===== config.mk =====
export PLATFORM = sky130hd
export DESIGN_NAME = fifo_replacement_id_cache
export DESIGN_NICKNAME = d
export VERILOG_FILES = /design/src/hw/rtl/frc_pkg.sv /design/src/hw/rtl/fifo_replacement_id_cache.sv /design/src/hw/rtl/frc_cell.sv /design/src/hw/rtl/frc_chain.sv
export VERILOG_INCLUDE_DIRS = /design/src /design/src/hw/rtl
export SDC_FILE = /design/constraint.sdc
export NUM_CORES = 1
export LEC_CHECK = 0
export BUFFER_PORTS_ARGS = -buffer_cell sky130_fd_sc_hd__buf_2
export CORE_MARGIN = 4
export CORE_UTILIZATION = 45
export DETAILED_ROUTE_END_ITERATION = 10
export MAX_ROUTING_LAYER = met4
export PLACE_DENSITY = 0.62
export SYNTH_ARGS = -nofsm -noshare
export SYNTH_HDL_FRONTEND = slang
export SYNTH_SLANG_ARGS = --single-unit

===== constraint.sdc =====
create_clock -name clk -period 4.9 [get_ports clk]
set_clock_uncertainty 0.1 [all_clocks]
set_input_delay 0.98 -clock clk [delete_from_list [all_inputs] [get_ports clk]]
set_output_delay 0.98 -clock clk [all_outputs]
set_load 0.1 [all_outputs]

===== src/hw/rtl/fifo_replacement_id_cache_defines.svh =====
// Assertion macros for the id cache RTL.
// Needs nothing else; included by files that carry assertions.
`ifndef FIFO_REPLACEMENT_ID_CACHE_DEFINES_SVH
`define FIFO_REPLACEMENT_ID_CACHE_DEFINES_SVH

// Same-cycle implication, disabled while in reset.
`define FRC_ASSERT_NOW(lbl, clk, rst_n, ante, cons, msg) \
    lbl: assert property (@(posedge clk) disable iff (!rst_n) (ante) |-> (cons)) \
        else $error(msg);

// Next-cycle implication, disabled while in reset.
`define FRC_ASSERT_NEXT(lbl, clk, rst_n, ante, cons, msg) \
    lbl: assert property (@(posedge clk) disable iff (!rst_n) (ante) |=> (cons)) \
        else $error(msg);

`endif


===== src/hw/rtl/frc_pkg.sv =====
// Shared constants, codes and types of the FIFO-replacement id cache.
// No dependencies; imported by every RTL module of the block.
package frc_pkg;

    localparam int FRC_DEPTH   = 16;
    localparam int FRC_ID_BITS = 32;
    localparam int CAP_W       = 5;   // capacity register width
    localparam int OCC_W       = 5;   // occupancy field width

    localparam logic [CAP_W-1:0] CAP_RESET = 5'd16;

    localparam logic CMD_PUSH  = 1'b0;
    localparam logic CMD_LIST  = 1'b1;
    localparam logic KIND_PUSH = 1'b0;
    localparam logic KIND_LIST = 1'b1;

    // Per-cycle command broadcast to every cell of the row
    typedef struct packed {
        logic insert;  // write key into first free slot
        logic evict;   // shift toward oldest, key into newest slot
    } frc_ctl_t;

endpackage


===== src/hw/rtl/fifo_replacement_id_cache.sv =====
// Top level of the FIFO-replacement id cache: control, fill count, result register.
// Depends on frc_pkg, frc_chain (frc_cell) and fifo_replacement_id_cache_defines.svh.
//
// Channel  Dir  Handshake             Payload
// in       in   in_valid / in_ready   command, ident
// out      out  out_valid / out_ready kind, was_present, dropped_valid, dropped_ident,
//                                     list_valid, list_ident, occupancy, last
// cfg      in   cfg_wr_en             cfg_wr_data (capacity)
//
// On a push all cells compare the id at once and the row shifts or fills at the
// accept edge, so pushes can arrive back to back while out drains.
// An empty list loads its one result at the accept edge. A non-empty list loads
// nothing at the accept edge, then one result per stored id (newest first) from a
// down-counting slot index, so it holds in_ready low until the walk reaches slot 0.
// in_ready is low while a list is being walked or the result register is full
// and not being taken. Reset empties the row and sets capacity to 16.
`include "fifo_replacement_id_cache_defines.svh"

module fifo_replacement_id_cache
    import frc_pkg::*;
#(
    parameter int DEPTH   = FRC_DEPTH,
    parameter int ID_BITS = FRC_ID_BITS
)
(
    input  logic               clk,
    input  logic               rst_n,
    // configuration
    input  logic               cfg_wr_en,
    input  logic [CAP_W-1:0]   cfg_wr_data,
    // input items
    input  logic               in_valid,
    output logic               in_ready,
    input  logic               command,
    input  logic [ID_BITS-1:0] ident,
    // result items
    output logic               out_valid,
    input  logic               out_ready,
    output logic               kind,
    output logic               was_present,
    output logic               dropped_valid,
    output logic [ID_BITS-1:0] dropped_ident,
    output logic               list_valid,
    output logic [ID_BITS-1:0] list_ident,
    output logic [OCC_W-1:0]   occupancy,
    output logic               last
);

    localparam int CNT_W = $clog2(DEPTH + 1);
    localparam int IDX_W = (DEPTH > 1) ? $clog2(DEPTH) : 1;

    localparam logic ST_IDLE = 1'b0;
    localparam logic ST_LIST = 1'b1;

    logic               state_reg;
    logic               state_next;
    logic [CNT_W-1:0]   fill_count_reg;
    logic [CNT_W-1:0]   fill_count_next;
    logic [IDX_W-1:0]   list_idx_reg;
    logic [IDX_W-1:0]   list_idx_next;
    logic [CAP_W-1:0]   capacity_reg;

    // result register
    logic               out_valid_reg;
    logic               out_valid_next;
    logic               kind_reg;
    logic               was_present_reg;
    logic               dropped_valid_reg;
    logic [ID_BITS-1:0] dropped_ident_reg;
    logic               list_valid_reg;
    logic [ID_BITS-1:0] list_ident_reg;
    logic [OCC_W-1:0]   occupancy_reg;
    logic               last_reg;

    logic               out_free;
    logic               in_acc;
    logic               push_acc;
    logic               list_acc;
    logic               list_step;
    logic               hit;
    logic               full;
    logic [31:0]        eff_cap;
    logic [ID_BITS-1:0] head_id;
    logic [ID_BITS-1:0] read_id;
    logic [DEPTH-1:0]   valid_vec;
    frc_ctl_t           ctl;
    logic               list_acc_empty_ok;

    assign out_free  = !out_valid_reg || out_ready;
    assign in_ready  = (state_reg == ST_IDLE) && out_free;
    assign in_acc    = in_valid && in_ready;
    assign push_acc  = in_acc && (command == CMD_PUSH);
    assign list_acc  = in_acc && (command == CMD_LIST);
    assign list_step = (state_reg == ST_LIST) && out_free;

    // capacity 0 acts as 1, values above DEPTH act as DEPTH
    always_comb
    begin
        if (capacity_reg == '0)
        begin
            eff_cap = 32'd1;
        end
        else if (32'(capacity_reg) > 32'(DEPTH))
        begin
            eff_cap = 32'(DEPTH);
        end
        else
        begin
            eff_cap = 32'(capacity_reg);
        end
    end

    assign full = (32'(fill_count_reg) >= eff_cap) && (fill_count_reg != '0);

    assign ctl.evict  = push_acc && !hit && full;
    assign ctl.insert = push_acc && !hit && !full;

    frc_chain #(
        .DEPTH   (DEPTH),
        .ID_BITS (ID_BITS),
        .IDX_W   (IDX_W)
    ) u_chain (
        .clk       (clk),
        .rst_n     (rst_n),
        .ctl       (ctl),
        .key       (ident),
        .read_idx  (list_idx_reg),
        .hit       (hit),
        .head_id   (head_id),
        .read_id   (read_id),
        .valid_vec (valid_vec)
    );

    always_comb
    begin
        state_next      = state_reg;
        list_idx_next   = list_idx_reg;
        fill_count_next = fill_count_reg;
        out_valid_next  = out_valid_reg && !out_ready;

        if (ctl.insert)
        begin
            fill_count_next = fill_count_reg + 1'b1;
        end

        // a non-empty list gets its results from the walk only
        if (push_acc || (list_acc && (fill_count_reg == '0)) || list_step)
        begin
            out_valid_next = 1'b1;
        end

        // non-empty list: walk slots from newest down to slot 0
        if (list_acc && (fill_count_reg != '0))
        begin
            state_next    = ST_LIST;
            list_idx_next = IDX_W'(fill_count_reg - 1'b1);
        end

        if (list_step)
        begin
            if (list_idx_reg == '0)
            begin
                state_next = ST_IDLE;
            end
            else
            begin
                list_idx_next = list_idx_reg - 1'b1;
            end
        end
    end

    always_ff @(posedge clk or negedge rst_n)
    begin
        if (!rst_n)
        begin
            state_reg      <= ST_IDLE;
            fill_count_reg <= '0;
            list_idx_reg   <= '0;
            capacity_reg   <= CAP_RESET;
            out_valid_reg  <= 1'b0;
        end
        else
        begin
            state_reg      <= state_next;
            fill_count_reg <= fill_count_next;
            list_idx_reg   <= list_idx_next;
            out_valid_reg  <= out_valid_next;
            if (cfg_wr_en)
            begin
                capacity_reg <= cfg_wr_data;
            end
        end
    end

    // result payload; fields not used by a kind are zero
    always_ff @(posedge clk)
    begin
        if (push_acc)
        begin
            kind_reg          <= KIND_PUSH;
            was_present_reg   <= hit;
            dropped_valid_reg <= ctl.evict;
            dropped_ident_reg <= ctl.evict ? head_id : '0;
            list_valid_reg    <= 1'b0;
            list_ident_reg    <= '0;
            occupancy_reg     <= OCC_W'(fill_count_next);
            last_reg          <= 1'b1;
        end
        else if (list_acc && (fill_count_reg == '0))
        begin
            // only the empty store gets its result here
            kind_reg          <= KIND_LIST;
            was_present_reg   <= 1'b0;
            dropped_valid_reg <= 1'b0;
            dropped_ident_reg <= '0;
            list_valid_reg    <= 1'b0;
            list_ident_reg    <= '0;
            occupancy_reg     <= OCC_W'(fill_count_reg);
            last_reg          <= 1'b1;
        end
        else if (list_step)
        begin
            kind_reg          <= KIND_LIST;
            was_present_reg   <= 1'b0;
            dropped_valid_reg <= 1'b0;
            dropped_ident_reg <= '0;
            list_valid_reg    <= 1'b1;
            list_ident_reg    <= read_id;
            occupancy_reg     <= OCC_W'(fill_count_reg);
            last_reg          <= (list_idx_reg == '0);
        end
    end

    // a non-empty list loads the result register from the walk, not on accept
    assign list_acc_empty_ok = !list_acc || (fill_count_reg == '0) || (state_next == ST_LIST);

    assign out_valid     = out_valid_reg;
    assign kind          = kind_reg;
    assign was_present   = was_present_reg;
    assign dropped_valid = dropped_valid_reg;
    assign dropped_ident = dropped_ident_reg;
    assign list_valid    = list_valid_reg;
    assign list_ident    = list_ident_reg;
    assign occupancy     = occupancy_reg;
    assign last          = last_reg;

    `FRC_ASSERT_NOW(a_valid_run, clk, rst_n, 1'b1,
        $countones(valid_vec) == int'(fill_count_reg), "valid bits disagree with fill count")
    `FRC_ASSERT_NOW(a_list_nonempty, clk, rst_n, state_reg == ST_LIST,
        fill_count_reg != '0, "list walk over an empty store")
    `FRC_ASSERT_NEXT(a_insert_grows, clk, rst_n, ctl.insert,
        fill_count_reg == $past(fill_count_reg) + 1'b1, "insert did not grow the store")
    `FRC_ASSERT_NEXT(a_hit_keeps, clk, rst_n, push_acc && hit,
        $stable(fill_count_reg) && $stable(valid_vec), "hit changed the store")
    `FRC_ASSERT_NOW(a_list_entry, clk, rst_n, list_acc,
        list_acc_empty_ok, "non-empty list did not start a walk")

endmodule


===== src/hw/rtl/frc_cell.sv =====
// One storage cell of the id row: an id, its valid bit and a comparator.
// Depends on frc_pkg.
module frc_cell
    import frc_pkg::*;
#(
    parameter int ID_BITS = FRC_ID_BITS
)
(
    input  logic               clk,
    input  logic               rst_n,
    input  frc_ctl_t           ctl,
    input  logic [ID_BITS-1:0] key,
    input  logic               older_valid,
    input  logic               newer_valid,
    input  logic [ID_BITS-1:0] newer_id,
    output logic               valid,
    output logic [ID_BITS-1:0] id,
    output logic               match
);

    logic               valid_reg;
    logic               valid_next;
    logic [ID_BITS-1:0] id_reg;
    logic [ID_BITS-1:0] id_next;

    always_comb
    begin
        valid_next = valid_reg;
        id_next    = id_reg;
        // evict: take the newer neighbor, the newest valid cell takes the key
        if (ctl.evict && valid_reg)
        begin
            id_next = newer_valid ? newer_id : key;
        end
        // insert: first empty cell above the valid run takes the key
        if (ctl.insert && !valid_reg && older_valid)
        begin
            id_next    = key;
            valid_next = 1'b1;
        end
    end

    always_ff @(posedge clk or negedge rst_n)
    begin
        if (!rst_n)
        begin
            valid_reg <= 1'b0;
        end
        else
        begin
            valid_reg <= valid_next;
        end
    end

    always_ff @(posedge clk)
    begin
        id_reg <= id_next;
    end

    assign valid = valid_reg;
    assign id    = id_reg;
    assign match = valid_reg && (id_reg == key);

endmodule


===== src/hw/rtl/frc_chain.sv =====
// Row of id cells, oldest at slot 0, with hit reduction and a read port.
// Depends on frc_pkg and frc_cell.
module frc_chain
    import frc_pkg::*;
#(
    parameter int DEPTH   = FRC_DEPTH,
    parameter int ID_BITS = FRC_ID_BITS,
    parameter int IDX_W   = (DEPTH > 1) ? $clog2(DEPTH) : 1
)
(
    input  logic               clk,
    input  logic               rst_n,
    input  frc_ctl_t           ctl,
    input  logic [ID_BITS-1:0] key,
    input  logic [IDX_W-1:0]   read_idx,
    output logic               hit,
    output logic [ID_BITS-1:0] head_id,
    output logic [ID_BITS-1:0] read_id,
    output logic [DEPTH-1:0]   valid_vec
);

    logic [ID_BITS-1:0] ids [DEPTH];
    logic [DEPTH-1:0]   match_vec;

    for (genvar i = 0; i < DEPTH; i++)
    begin : g_cell
        logic               older_v;
        logic               newer_v;
        logic [ID_BITS-1:0] newer_d;

        if (i == 0)
        begin : g_first
            assign older_v = 1'b1;
        end
        else
        begin : g_mid_lo
            assign older_v = valid_vec[i-1];
        end

        if (i == DEPTH-1)
        begin : g_last
            assign newer_v = 1'b0;
            assign newer_d = key;
        end
        else
        begin : g_mid_hi
            assign newer_v = valid_vec[i+1];
            assign newer_d = ids[i+1];
        end

        frc_cell #(
            .ID_BITS (ID_BITS)
        ) u_cell (
            .clk         (clk),
            .rst_n       (rst_n),
            .ctl         (ctl),
            .key         (key),
            .older_valid (older_v),
            .newer_valid (newer_v),
            .newer_id    (newer_d),
            .valid       (valid_vec[i]),
            .id          (ids[i]),
            .match       (match_vec[i])
        );
    end

    assign hit     = |match_vec;
    assign head_id = ids[0];
    assign read_id = ids[read_idx];

endmodule

==> impl_metrics.prom, run 1 <==
# TYPE chip_impl_metric gauge
chip_impl_metric{name="final.setup.tns",unit="ns"} 0
chip_impl_metric{name="worst_pin_slew",unit="ns"} 1.05
chip_impl_metric{name="antenna_left",unit=""} 0
chip_impl_metric{name="pwr-share-clk",unit="%"} 25.8
chip_impl_info{name="timing_worst_setup_path_type",value="in2reg"} 1
chip_impl_metric{name="p_sw_share",unit="%"} 39.3
chip_impl_metric{name="fraction_of_final_layout_cells_sized_beyond_drive_strength_1",unit="%"} 40.0
chip_impl_metric{name="finalCritPeriodShare",unit="%"} 86.9
chip_impl_metric{name="stdcell_count",unit=""} 4294
chip_impl_metric{name="synthCells",unit=""} 2793
chip_impl_metric{name="dp_hpwl",unit="um"} 106000
chip_impl_metric{name="met2RoutedLength",unit="um"} 64100
chip_impl_metric{name="leakage",unit="uW"} 0.0162
chip_impl_info{name="top_layer",value="met4"} 1
chip_impl_metric{name="syn_area_per_cell",unit="um2"} 13.8
chip_impl_metric{name="final_report_setup_violation_count",unit=""} 0
chip_impl_metric{name="antenna_found_initial",unit=""} 2
chip_impl_metric{name="via_count_of_the_first_global_routing_pass",unit=""} 26200
chip_impl_info{name="worstSetupStartpointType",value="input port"} 1
chip_impl_metric{name="cts_buffers",unit=""} 74
chip_impl_metric{name="ys.warnings.count",unit=""} 0
chip_impl_metric{name="detailedRoute.firstPassIterationCount",unit=""} 5
chip_impl_metric{name="async_reset_ff_share",unit="%"} 5.18
chip_impl_metric{name="combPwrFrac",unit="%"} 42.1
chip_impl_metric{name="post-place-cells",unit=""} 4159
chip_impl_metric{name="routed_wire_length_per_instance",unit="um"} 30.8
chip_impl_metric{name="ys_ff_latch",unit=""} 618
chip_impl_metric{name="cts_repair_resize_count",unit=""} 0
chip_impl_info{name="status",value="finished, final reports clean"} 1
chip_impl_metric{name="grt_start_max_net_pins",unit=""} 49
chip_impl_metric{name="arrival_time_of_data_at_the_critical_path_endpoint",unit="ns"} 4.53
chip_impl_metric{name="net_count_after_synthesis",unit=""} 2845
chip_impl_metric{name="pre_cts_ws",unit="ns"} 0.0692
chip_impl_metric{name="minimum_clock_period_after_layout",unit="ns"} 4.26
chip_impl_metric{name="drc_errors",unit=""} 0
chip_impl_metric{name="largest_reg_flops",unit=""} 512
chip_impl_metric{name="wl_met3",unit="um"} 6810
chip_impl_metric{name="grt_overflow",unit=""} 0
chip_impl_metric{name="design.die.area",unit="mm2"} 0.0904
chip_impl_metric{name="nets",unit=""} 3143
chip_impl_metric{name="least_setup_slack_across_all_paths_after_layout",unit="ns"} 0.644
chip_impl_metric{name="worst-path-max-fanout",unit=""} 32
chip_impl_info{name="holdCritPathClass",value="in2async"} 1
chip_impl_metric{name="ff_latch_area",unit="mm2"} 0.0181
chip_impl_metric{name="clockBufferDepth",unit=""} 3
chip_impl_metric{name="yosys.cell_types.count",unit=""} 65
chip_impl_metric{name="post_synth_instance_area",unit="mm2"} 0.0385
chip_impl_metric{name="portbufs",unit=""} 118
chip_impl_metric{name="fillers",unit=""} 7208
chip_impl_metric{name="p_int",unit="uW"} 13200
chip_impl_metric{name="drv_slew",unit=""} 0
chip_impl_metric{name="cts_hold_repair.buffers",unit=""} 0
chip_impl_metric{name="ctsHtreeMaxLevel",unit=""} 3
chip_impl_metric{name="drtIter0Drc",unit=""} 2321
chip_impl_metric{name="grt_util_all_layers",unit="%"} 29.9
chip_impl_info{name="synth_ff_type",value="edfxtp_1"} 1
chip_impl_metric{name="via_count",unit=""} 25600
chip_impl_metric{name="floorplan.initialDensity",unit="%"} 45.3
chip_impl_info{name="critical_path.endpoint_type",value="register"} 1
chip_impl_metric{name="path_clk_slew",unit="ns"} 0.06
chip_impl_metric{name="f_max",unit="GHz"} 0.235
chip_impl_metric{name="clkLatencyLatePin",unit="ns"} 0.64
chip_impl_info{name="clock-root-buffer",value="clkbuf_16"} 1
chip_impl_metric{name="routed_via_density",unit=""} 5.97
chip_impl_metric{name="sequentialPowerShare",unit="%"} 32.1
chip_impl_metric{name="wirelength",unit="um"} 132000
chip_impl_metric{name="final_hold_viol_count",unit=""} 0
chip_impl_metric{name="area_growth",unit="%"} 16.3
chip_impl_metric{name="vdd_ir_drop_max",unit="mV"} 0.541
chip_impl_metric{name="design.core.area",unit="mm2"} 0.0850
chip_impl_metric{name="power.net_switching",unit="uW"} 8560
chip_impl_metric{name="timing.critical_path.slowest_cell_delay",unit="ns"} 0.60
chip_impl_metric{name="gp_congestion",unit=""} 1.03
chip_impl_metric{name="global_route_wire_length_before_repair",unit="um"} 187000
chip_impl_info{name="cp_cell_sequence",value="buf_2 > buf_4 > buf_4 > xor2_1 > nor4_1 > nand4_1 > nor4_1 > or4_4 > or2_4 > o41ai_4 > buf_12 > mux2_2"} 1
chip_impl_metric{name="post-route-util",unit="%"} 52.7
chip_impl_info{name="tritoncts",value="built"} 1
chip_impl_info{name="slowest_stage",value="or4_4"} 1
chip_impl_metric{name="num_io_pins",unit=""} 119
chip_impl_metric{name="dieHeight",unit="um"} 301
chip_impl_metric{name="post_cts_buffers",unit=""} 0
chip_impl_info{name="rsz0062_at_grt",value="no"} 1
chip_impl_metric{name="fp.dieW",unit="um"} 301
chip_impl_metric{name="floorplan.rows",unit=""} 107
chip_impl_metric{name="max-slew-margin-rel",unit="%"} 29.3
chip_impl_metric{name="synth-seq-area-share",unit="%"} 46.8
chip_impl_metric{name="powerDensity",unit="mW/mm2"} 486
chip_impl_metric{name="required",unit="ns"} 5.18
chip_impl_metric{name="max_cap_viol_count",unit=""} 0
chip_impl_metric{name="cts.sinks",unit=""} 618
chip_impl_metric{name="multi_input_area",unit="mm2"} 0.0189
chip_impl_metric{name="number_of_enable_type_register_cells_in_the_synthesized_netlist",unit=""} 551
chip_impl_metric{name="m1WireLength",unit="um"} 52700
cells in the final DEF (no fill, tap or decap), types with 10 or more instances in the layout:
cell type / n
nand2_1: 131
mux2_4: 180
or2_2: 11
or4_1: 11
buf_4: 302
a21oi_4: 15
dfxtp_1: 35
clkbuf_1: 12
nand3_1: 61
dfrtp_1: 28
clkbuf_8: 12
edfxtp_1: 551
buf_12: 47
nand4b_1: 14
xnor2_1: 213
nor2_1: 34
clkinv_2: 13
a21o_1: 20
buf_2: 118
nor3_1: 70
a21oi_1: 12
or3b_2: 10
nand4_1: 86
clkbuf_16: 80
mux4_2: 160
inv_1: 48
xor2_1: 312
nor4_1: 134
mux2_2: 276
mux2_1: 28
worst paths after layout:
check | from | end | slack [ns] | cells after the start
max in group asynchronous | rst_n | list_idx_reg[0]$_DFF_PN0_ | 3.72 | 1
hold reg to reg | list_ident[28]$_SDFFE_PP0P_ | list_ident[28]$_SDFFE_PP0P_ | 0.35 | 2
min in group clk | list_ident[28]$_SDFFE_PP0P_ | list_ident[28]$_SDFFE_PP0P_ | 0.35 | 2
setup reg to reg | u_chain.g_cell[2].u_cell.id[6]$_DFFE_PP_ | u_chain.g_cell[13].u_cell.id[17]$_DFFE_PP_ | 0.98 | 9
hold / removal | rst_n | out_valid$_DFF_PN0_ | 0.33 | 1
setup / recovery | ident[16] | u_chain.g_cell[14].u_cell.id[11]$_DFFE_PP_ | 0.64 | 12
cell families after synthesis:
family                   count (synthesis)  share of synthesized area [%]
buffers and inverters                  293                           4.77
XOR/XNOR                               525                           11.9
adder cells (fa/ha/maj)                  9                          0.292
multiplexers                           644                           25.2
AO/OA/AOI/OAI                           86                           1.98
flip-flops                             618                           46.8
AND/OR/NAND/NOR                        618                           8.97
synthesized netlist by cell type (35+ instances only):
cell,instances,area [um2]
nand2_1,132,495
xnor2_1,213,1870
nor4_1,134,838
nor3_1,71,355
nand3_1,62,310
buf_6,67,754
edfxtp_1,551,16500
clkbuf_1,81,304
buf_2,43,215
inv_1,48,180
dfxtp_1,35,701
xor2_1,312,2730
nand4_1,86,538
mux2_2,276,3110
nor2_1,35,131
mux4_2,160,3600
mux2_4,180,2700
area by class of cell:
class,count,area share (%)
Inverter,48,0.402
Antenna cell,2,0.0112
Clock buffer,104,4.93
Tap cell,1144,3.19
Timing Repair Buffer,467,8.47
Clock inverter,29,0.569
Sequential cell,618,40.3
Multi-Input combinational cell,1882,42.1
power groups by stage:
stage                     registers [uW]  logic [uW]  clock network (uW)
after floorplan                     8740        4940                   0
after global placement              7100        9040                   0
after detailed placement            7110        9130                   0
after CTS                           7010        9150                5720
after global routing                7060        9520                5940
final                               7000        9180                5630
layer usage:
layer | vias up | GRT usage, %
met4 | 0 | 16.3
met1 | 13100 | 36.2
met2 | 1015 | 49.0
met3 | 288 | 3.70
li1 | 11200 | -
met5 | - | -
per-stage QoR:
stage | instance area, um2 | power, uW | hold slack, ns
after floorplan | 38600 | 13700 | 0.381
after global placement | 42400 | 16100 | 0.330
after detailed placement | 42400 | 16200 | 0.342
after CTS | 44800 | 21900 | 0.349
after global routing | 44800 | 22500 | 0.370
final | 44800 | 21800 | 0.333
critical path: cells and delay by family:
| family | cells | cell delay (ns) |
|---|---|---|
| AND/OR/NAND/NOR | 5 | 1.29 |
| AO/OA/AOI/OAI | 1 | 0.38 |
| XOR/XNOR | 1 | 0.45 |
| multiplexers | 1 | 0.38 |
| buffers and inverters | 4 | 0.97 |
Note: power is estimated with default switching activity, not from simulation.
==> inputs of run 2 (changes only) <==
--- a/config.mk
+++ b/config.mk
@@ -8,10 +8,10 @@
 export LEC_CHECK = 0
 export BUFFER_PORTS_ARGS = -buffer_cell sky130_fd_sc_hd__buf_2
 export CORE_MARGIN = 4
-export CORE_UTILIZATION = 45
+export CORE_UTILIZATION = 50
 export DETAILED_ROUTE_END_ITERATION = 10
 export MAX_ROUTING_LAYER = met4
-export PLACE_DENSITY = 0.62
+export PLACE_DENSITY = 0.67
 export SYNTH_ARGS = -nofsm -noshare
 export SYNTH_HDL_FRONTEND = slang
 export SYNTH_SLANG_ARGS = --single-unit
==> run 2 against run 1 <==
Sequential cell count did not move. First-iteration DRC count rose by 4.4%. Maximum frequency fell by 8.6%. Critical endpoint is now u_chain.g_cell[7].u_cell.id[11]$_DFFE_PP_. Highest routed layer unchanged. Register-to-register slack got worse by 0.26 ns. Non-clock buffer count fell by 36. Critical path type unchanged. Largest cell class unchanged. Design area fell by 0.95%. Routed wire length rose by 1.9%.
==> impl_metrics.prom, run 2 (synthesis results as in run 1) <==
# TYPE chip_impl_metric gauge
chip_impl_metric{name="via_count_of_the_first_global_routing_pass",unit=""} 25600
chip_impl_metric{name="area_growth",unit="%"} 15.2
chip_impl_metric{name="f_max",unit="GHz"} 0.215
chip_impl_metric{name="drtIter0Drc",unit=""} 2422
chip_impl_metric{name="multi_input_area",unit="mm2"} 0.0189
chip_impl_metric{name="design.die.area",unit="mm2"} 0.0816
chip_impl_info{name="status",value="finished, final reports clean"} 1
chip_impl_metric{name="ff_latch_area",unit="mm2"} 0.0181
chip_impl_metric{name="nets",unit=""} 3106
chip_impl_metric{name="antenna_found_initial",unit=""} 4
chip_impl_metric{name="max_cap_viol_count",unit=""} 0
chip_impl_metric{name="finalCritPeriodShare",unit="%"} 95.0
chip_impl_metric{name="minimum_clock_period_after_layout",unit="ns"} 4.66
chip_impl_info{name="clock-root-buffer",value="clkbuf_16"} 1
chip_impl_metric{name="fraction_of_final_layout_cells_sized_beyond_drive_strength_1",unit="%"} 39.0
chip_impl_metric{name="timing.critical_path.slowest_cell_delay",unit="ns"} 1.01
chip_impl_metric{name="fillers",unit=""} 6092
chip_impl_metric{name="global_route_wire_length_before_repair",unit="um"} 189000
chip_impl_info{name="holdCritPathClass",value="reg2reg"} 1
chip_impl_metric{name="portbufs",unit=""} 118
chip_impl_info{name="slowest_stage",value="nor4_1"} 1
chip_impl_metric{name="required",unit="ns"} 5.16
chip_impl_info{name="tritoncts",value="built"} 1
chip_impl_metric{name="final_hold_viol_count",unit=""} 0
chip_impl_metric{name="least_setup_slack_across_all_paths_after_layout",unit="ns"} 0.243
chip_impl_metric{name="drc_errors",unit=""} 0
chip_impl_metric{name="pre_cts_ws",unit="ns"} -0.372
chip_impl_metric{name="wirelength",unit="um"} 135000
chip_impl_metric{name="design.core.area",unit="mm2"} 0.0762
chip_impl_metric{name="worst_pin_slew",unit="ns"} 1.31
chip_impl_info{name="most-common-layout-cells",value="edfxtp_1 (551), xor2_1 (312), mux2_2 (276), buf_4 (260), xnor2_1 (213)"} 1
chip_impl_metric{name="via_count",unit=""} 25600
chip_impl_info{name="timing_worst_setup_path_type",value="in2reg"} 1
chip_impl_metric{name="cts_repair_resize_count",unit=""} 0
chip_impl_metric{name="cts_hold_repair.buffers",unit=""} 0
chip_impl_metric{name="stdcell_count",unit=""} 4140
chip_impl_metric{name="clockBufferDepth",unit=""} 3
chip_impl_metric{name="vdd_ir_drop_max",unit="mV"} 0.336
chip_impl_metric{name="largest_reg_flops",unit=""} 512
chip_impl_metric{name="post-place-cells",unit=""} 4009
chip_impl_metric{name="floorplan.rows",unit=""} 101
chip_impl_metric{name="path_clk_slew",unit="ns"} 0.06
chip_impl_metric{name="dp_hpwl",unit="um"} 107000
chip_impl_info{name="worstSetupStartpointType",value="input port"} 1
chip_impl_metric{name="clkLatencyLatePin",unit="ns"} 0.63
chip_impl_metric{name="grt_overflow",unit=""} 0
chip_impl_metric{name="final_report_setup_violation_count",unit=""} 0
chip_impl_metric{name="fp.dieW",unit="um"} 286
chip_impl_metric{name="drv_slew",unit=""} 0
chip_impl_info{name="cp_cell_sequence",value="buf_2 > buf_4 > xor2_1 > nor4b_1 > nand4_1 > nor4_1 > or4_4 > buf_4 > nor3_4 > buf_12 > a41oi_4 > buf_12 > mux2_1"} 1
chip_impl_metric{name="ctsHtreeMaxLevel",unit=""} 3
chip_impl_metric{name="arrival_time_of_data_at_the_critical_path_endpoint",unit="ns"} 4.92
chip_impl_info{name="rsz0062_at_grt",value="no"} 1
chip_impl_metric{name="powerDensity",unit="mW/mm2"} 492
chip_impl_metric{name="floorplan.initialDensity",unit="%"} 50.6
chip_impl_metric{name="detailedRoute.firstPassIterationCount",unit=""} 5
chip_impl_metric{name="num_io_pins",unit=""} 119
chip_impl_metric{name="cts.sinks",unit=""} 618
chip_impl_metric{name="cts_buffers",unit=""} 73
chip_impl_metric{name="leakage",unit="uW"} 0.0160
chip_impl_info{name="most_common_cell_after_layout_fill_and_taps_aside",value="edfxtp_1"} 1
chip_impl_metric{name="antenna_left",unit=""} 0
chip_impl_metric{name="gp_congestion",unit=""} 0.986
chip_impl_metric{name="grt_start_max_net_pins",unit=""} 49
chip_impl_metric{name="grt_util_all_layers",unit="%"} 33.5
chip_impl_metric{name="post_cts_buffers",unit=""} 0
chip_impl_metric{name="worst-path-max-fanout",unit=""} 32
chip_impl_metric{name="routed_wire_length_per_instance",unit="um"} 32.6
chip_impl_metric{name="max-slew-margin-rel",unit="%"} 12.6
chip_impl_metric{name="routed_via_density",unit=""} 6.17
chip_impl_metric{name="dieHeight",unit="um"} 286
chip_impl_info{name="critical_path.endpoint_type",value="register"} 1
run 2: path summary, 6_finish.rpt:
path / endpoint / from / slack (ns) / cells past startpoint
setup reg to reg: u_chain.g_cell[7].u_cell.id[11]$_DFFE_PP_ / u_chain.g_cell[4].u_cell.id[6]$_DFFE_PP_ / 0.72 / 12
hold reg to reg: list_valid$_SDFFE_PP0P_ / list_valid$_SDFFE_PP0P_ / 0.34 / 2
setup / recovery: u_chain.g_cell[7].u_cell.id[11]$_DFFE_PP_ / ident[23] / 0.24 / 13
max in group asynchronous: list_idx_reg[0]$_DFF_PN0_ / rst_n / 3.69 / 1
hold / removal: list_valid$_SDFFE_PP0P_ / list_valid$_SDFFE_PP0P_ / 0.34 / 2
min in group asynchronous: state_reg$_DFF_PN0_ / rst_n / 0.35 / 1
run 2: cell type report:
cell class	count	share of cell area, %
Multi-Input combinational cell	1882	42.6
Sequential cell	618	40.7
Timing Repair Buffer	431	8.11
Clock buffer	105	4.69
Tap cell	1030	2.90
Clock inverter	25	0.651
Inverter	48	0.406
Antenna cell	1	0.00564
run 2: critical path, delay by kind of cell:
kind	cells	cell delay, ns
simple gates	5	1.84
buf+inv	5	1.31
mux	1	0.37
compound gates	1	0.23
xor+xnor	1	0.11
run 2: power by group:
| group | switching, uW | internal [uW] | total, uW |
|---|---|---|---|
| sequential | 501 | 6450 | 6950 |
| combinational | 5900 | 3460 | 9350 |
| clock | 2300 | 3230 | 5530 |
run 2: metal layers:
metal  part of all wire [%]  vias to the layer above  track usage, %
li1                       -                    11100               -
met1                     38                    13100            39.7
met2                     50                     1041            56.2
met3                    5.5                      297            3.49
met4                    6.6                        0            18.5
met5                      0                        -               -
run 2: per-stage QoR:
stage	instance area [um2]	util (%)	hold slack, ns	TNS, ns	total power, uW
global placement	42000	55.1	0.326	-606.85	16200
finish	44400	58.3	0.343	0	21800
detailed placement	42000	55.2	0.340	-176.76	16400
CTS	44400	58.3	0.347	0	21900
floorplan	38600	-	0.381	-141.62	13700
global route	44400	58.3	0.354	0	22500
==> inputs of run 3 (changes only) <==
--- a/config.mk
+++ b/config.mk
@@ -7,6 +7,7 @@
 export NUM_CORES = 1
 export LEC_CHECK = 0
 export BUFFER_PORTS_ARGS = -buffer_cell sky130_fd_sc_hd__buf_2
+export CORE_ASPECT_RATIO = 0.7
 export CORE_MARGIN = 4
 export CORE_UTILIZATION = 50
 export DETAILED_ROUTE_END_ITERATION = 10
==> run 3 against run 2 <==
Die area about the same. Sequential cell count is the same. Global-route usage increased by 0.39 points. Register-to-register slack improved by 0.09 ns. Highest routed layer unchanged. Count of clock-buffer cells in the layout up 2. Maximum frequency rose by 4.9%.
==> impl_metrics.prom, run 3 (synthesis results as in run 1) <==
# TYPE chip_impl_metric gauge
chip_impl_info{name="status",value="finished, final reports clean"} 1
chip_impl_metric{name="cts.sinks",unit=""} 618
chip_impl_info{name="slowest_stage",value="buf_2"} 1
chip_impl_metric{name="finalCritPeriodShare",unit="%"} 90.6
chip_impl_metric{name="final.setup.tns",unit="ns"} 0
chip_impl_metric{name="portbufs",unit=""} 118
chip_impl_metric{name="wirelength",unit="um"} 136000
chip_impl_metric{name="powerDensity",unit="mW/mm2"} 484
chip_impl_metric{name="floorplan.initialDensity",unit="%"} 50.9
chip_impl_metric{name="routed_via_density",unit=""} 6.32
chip_impl_metric{name="minimum_clock_period_after_layout",unit="ns"} 4.44
chip_impl_metric{name="drtIter0Drc",unit=""} 3060
chip_impl_metric{name="grt_overflow",unit=""} 0
chip_impl_metric{name="final_hold_viol_count",unit=""} 0
chip_impl_metric{name="post-place-cells",unit=""} 4021
chip_impl_metric{name="cts_buffers",unit=""} 67
chip_impl_info{name="critical_path.top_delay_family",value="buffers and inverters"} 1
chip_impl_metric{name="global_route_wire_length_before_repair",unit="um"} 191000
chip_impl_metric{name="worst-path-max-fanout",unit=""} 22
chip_impl_metric{name="fraction_of_final_layout_cells_sized_beyond_drive_strength_1",unit="%"} 38.9
chip_impl_metric{name="post-route-cell-area",unit="mm2"} 0.0444
chip_impl_metric{name="area_growth",unit="%"} 15.2
chip_impl_metric{name="antenna_found_initial",unit=""} 9
chip_impl_metric{name="drc_errors",unit=""} 0
chip_impl_metric{name="max-slew-margin-rel",unit="%"} 30.3
chip_impl_metric{name="arrival_time_of_data_at_the_critical_path_endpoint",unit="ns"} 4.71
chip_impl_info{name="worstSetupStartpointType",value="input port"} 1
chip_impl_metric{name="stdcell_count",unit=""} 4147
chip_impl_metric{name="floorplan.rows",unit=""} 84
chip_impl_metric{name="dp_hpwl",unit="um"} 106000
chip_impl_metric{name="final_report_setup_violation_count",unit=""} 0
chip_impl_info{name="most-common-layout-cells",value="edfxtp_1 (551), xor2_1 (312), mux2_2 (276), buf_4 (259), xnor2_1 (213)"} 1
chip_impl_info{name="timing_worst_setup_path_type",value="in2reg"} 1
chip_impl_info{name="clock-root-buffer",value="clkbuf_16"} 1
chip_impl_metric{name="grt_util_all_layers",unit="%"} 33.8
chip_impl_metric{name="num_io_pins",unit=""} 119
chip_impl_metric{name="timing.critical_path.slowest_cell_delay",unit="ns"} 0.53
chip_impl_metric{name="multi_input_area",unit="mm2"} 0.0189
chip_impl_metric{name="f_max",unit="GHz"} 0.225
chip_impl_info{name="most_common_cell_after_layout_fill_and_taps_aside",value="edfxtp_1"} 1
chip_impl_metric{name="required",unit="ns"} 5.17
chip_impl_metric{name="cts_repair_resize_count",unit=""} 0
chip_impl_metric{name="clkLatencyLatePin",unit="ns"} 0.63
chip_impl_info{name="rsz0062_at_grt",value="no"} 1
chip_impl_metric{name="ctsHtreeMaxLevel",unit=""} 3
chip_impl_metric{name="timing.critical_path.buf_inv",unit=""} 6
chip_impl_metric{name="detailed_place.area",unit="mm2"} 0.0422
chip_impl_info{name="holdCritPathClass",value="in2async"} 1
chip_impl_metric{name="largest_reg_flops",unit=""} 512
chip_impl_metric{name="cts_hold_repair.buffers",unit=""} 0
chip_impl_metric{name="design.die.area",unit="mm2"} 0.0817
chip_impl_metric{name="path_clk_slew",unit="ns"} 0.06
chip_impl_metric{name="max_cap_viol_count",unit=""} 0
chip_impl_info{name="critical_path.endpoint_type",value="register"} 1
chip_impl_metric{name="ff_latch_area",unit="mm2"} 0.0181
chip_impl_metric{name="routed_wire_length_per_instance",unit="um"} 32.8
chip_impl_metric{name="drv_slew",unit=""} 0
chip_impl_metric{name="design.core.area",unit="mm2"} 0.0758
chip_impl_info{name="tritoncts",value="built"} 1
chip_impl_metric{name="clockBufferDepth",unit=""} 3
chip_impl_metric{name="post_cts_buffers",unit=""} 0
chip_impl_metric{name="fp.dieW",unit="um"} 340
chip_impl_metric{name="via_count",unit=""} 26200
chip_impl_metric{name="via_count_of_the_first_global_routing_pass",unit=""} 25600
chip_impl_metric{name="detailedRoute.firstPassIterationCount",unit=""} 5
chip_impl_metric{name="nets",unit=""} 3110
chip_impl_metric{name="dieHeight",unit="um"} 240
chip_impl_metric{name="vdd_ir_drop_max",unit="mV"} 0.532
chip_impl_metric{name="leakage",unit="uW"} 0.0160
chip_impl_metric{name="grt_start_max_net_pins",unit=""} 56
chip_impl_metric{name="fillers",unit=""} 5990
chip_impl_metric{name="final_hold_slack",unit="ns"} 0.345
chip_impl_info{name="cp_cell_sequence",value="buf_2 > buf_12 > xnor2_1 > buf_4 > nand4_1 > nor4_1 > nand4b_1 > o41ai_1 > buf_4 > nor4_4 > buf_4 > a41oi_4 > buf_12 > mux2_2"} 1
chip_impl_info{name="critical_path.most_common_cell",value="buf_4"} 1
chip_impl_metric{name="gp_congestion",unit=""} 1.03
chip_impl_metric{name="worst_pin_slew",unit="ns"} 1.04
chip_impl_metric{name="antenna_left",unit=""} 0
==> run 3: cell count changes in the layout (fill, tap and decap cells not counted), sizes merged <==
cell and delta:
buf +10, bufinv -3, clkbuf +2, clkinv -4
clkinvlp -1, diode +3, inv -2
==> run 3: path summary, 6_finish.rpt <==
kind | from | to | slack [ns] | depth (start not counted)
hold / removal | rst_n | fill_count_reg[0]$_DFF_PN0_ | 0.34 | 1
min in group clk | list_ident[24]$_SDFFE_PP0P_ | list_ident[24]$_SDFFE_PP0P_ | 0.35 | 2
setup reg to reg | capacity_reg[1]$_DFFE_PN0P_ | u_chain.g_cell[13].u_cell.id[21]$_DFFE_PP_ | 0.81 | 13
setup / recovery | ident[19] | u_chain.g_cell[9].u_cell.id[18]$_DFFE_PP_ | 0.46 | 14
hold reg to reg | list_ident[24]$_SDFFE_PP0P_ | list_ident[24]$_SDFFE_PP0P_ | 0.35 | 2
max in group asynchronous | rst_n | list_idx_reg[0]$_DFF_PN0_ | 3.76 | 1
==> run 3: per-layer routing <==
metal  vias to the layer above  global-route usage, %  routed length [um]
met4                         0                   11.1                5240
met3                       234                   6.18               11300
met5                         -                      -                   0
met2                      1407                   54.1               63900
met1                     13400                   44.1               55600
li1                      11100                      -                   -
==> run 3: report_power, final <==
group | switching [uW] | total (uW) | internal [uW] | leakage (uW)
Clock | 2170 | 5090 | 2920 | 0.00104
Sequential | 633 | 7080 | 6450 | 0.00568
Combinational | 5830 | 9330 | 3500 | 0.00927
Total | 8630 | 21500 | 12900 | 0.0160
==> run 3: layout make-up <==
type,count,share of cell area (%)
Antenna cell,4,0.0225
Clock inverter,15,0.276
Inverter,48,0.406
Multi-Input combinational cell,1882,42.6
Clock buffer,107,4.53
Sequential cell,618,40.7
Timing Repair Buffer,441,8.60
Tap cell,1032,2.91
==> run 3: through the flow <==
step,power (uW),setup slack [ns],utilization [%]
global placement,16300,-0.0494,55.7
global route,22200,0.418,58.6
detailed placement,16400,-0.0826,55.7
CTS,21500,0.536,58.6
floorplan,13700,-0.517,-
finish,21500,0.459,58.6
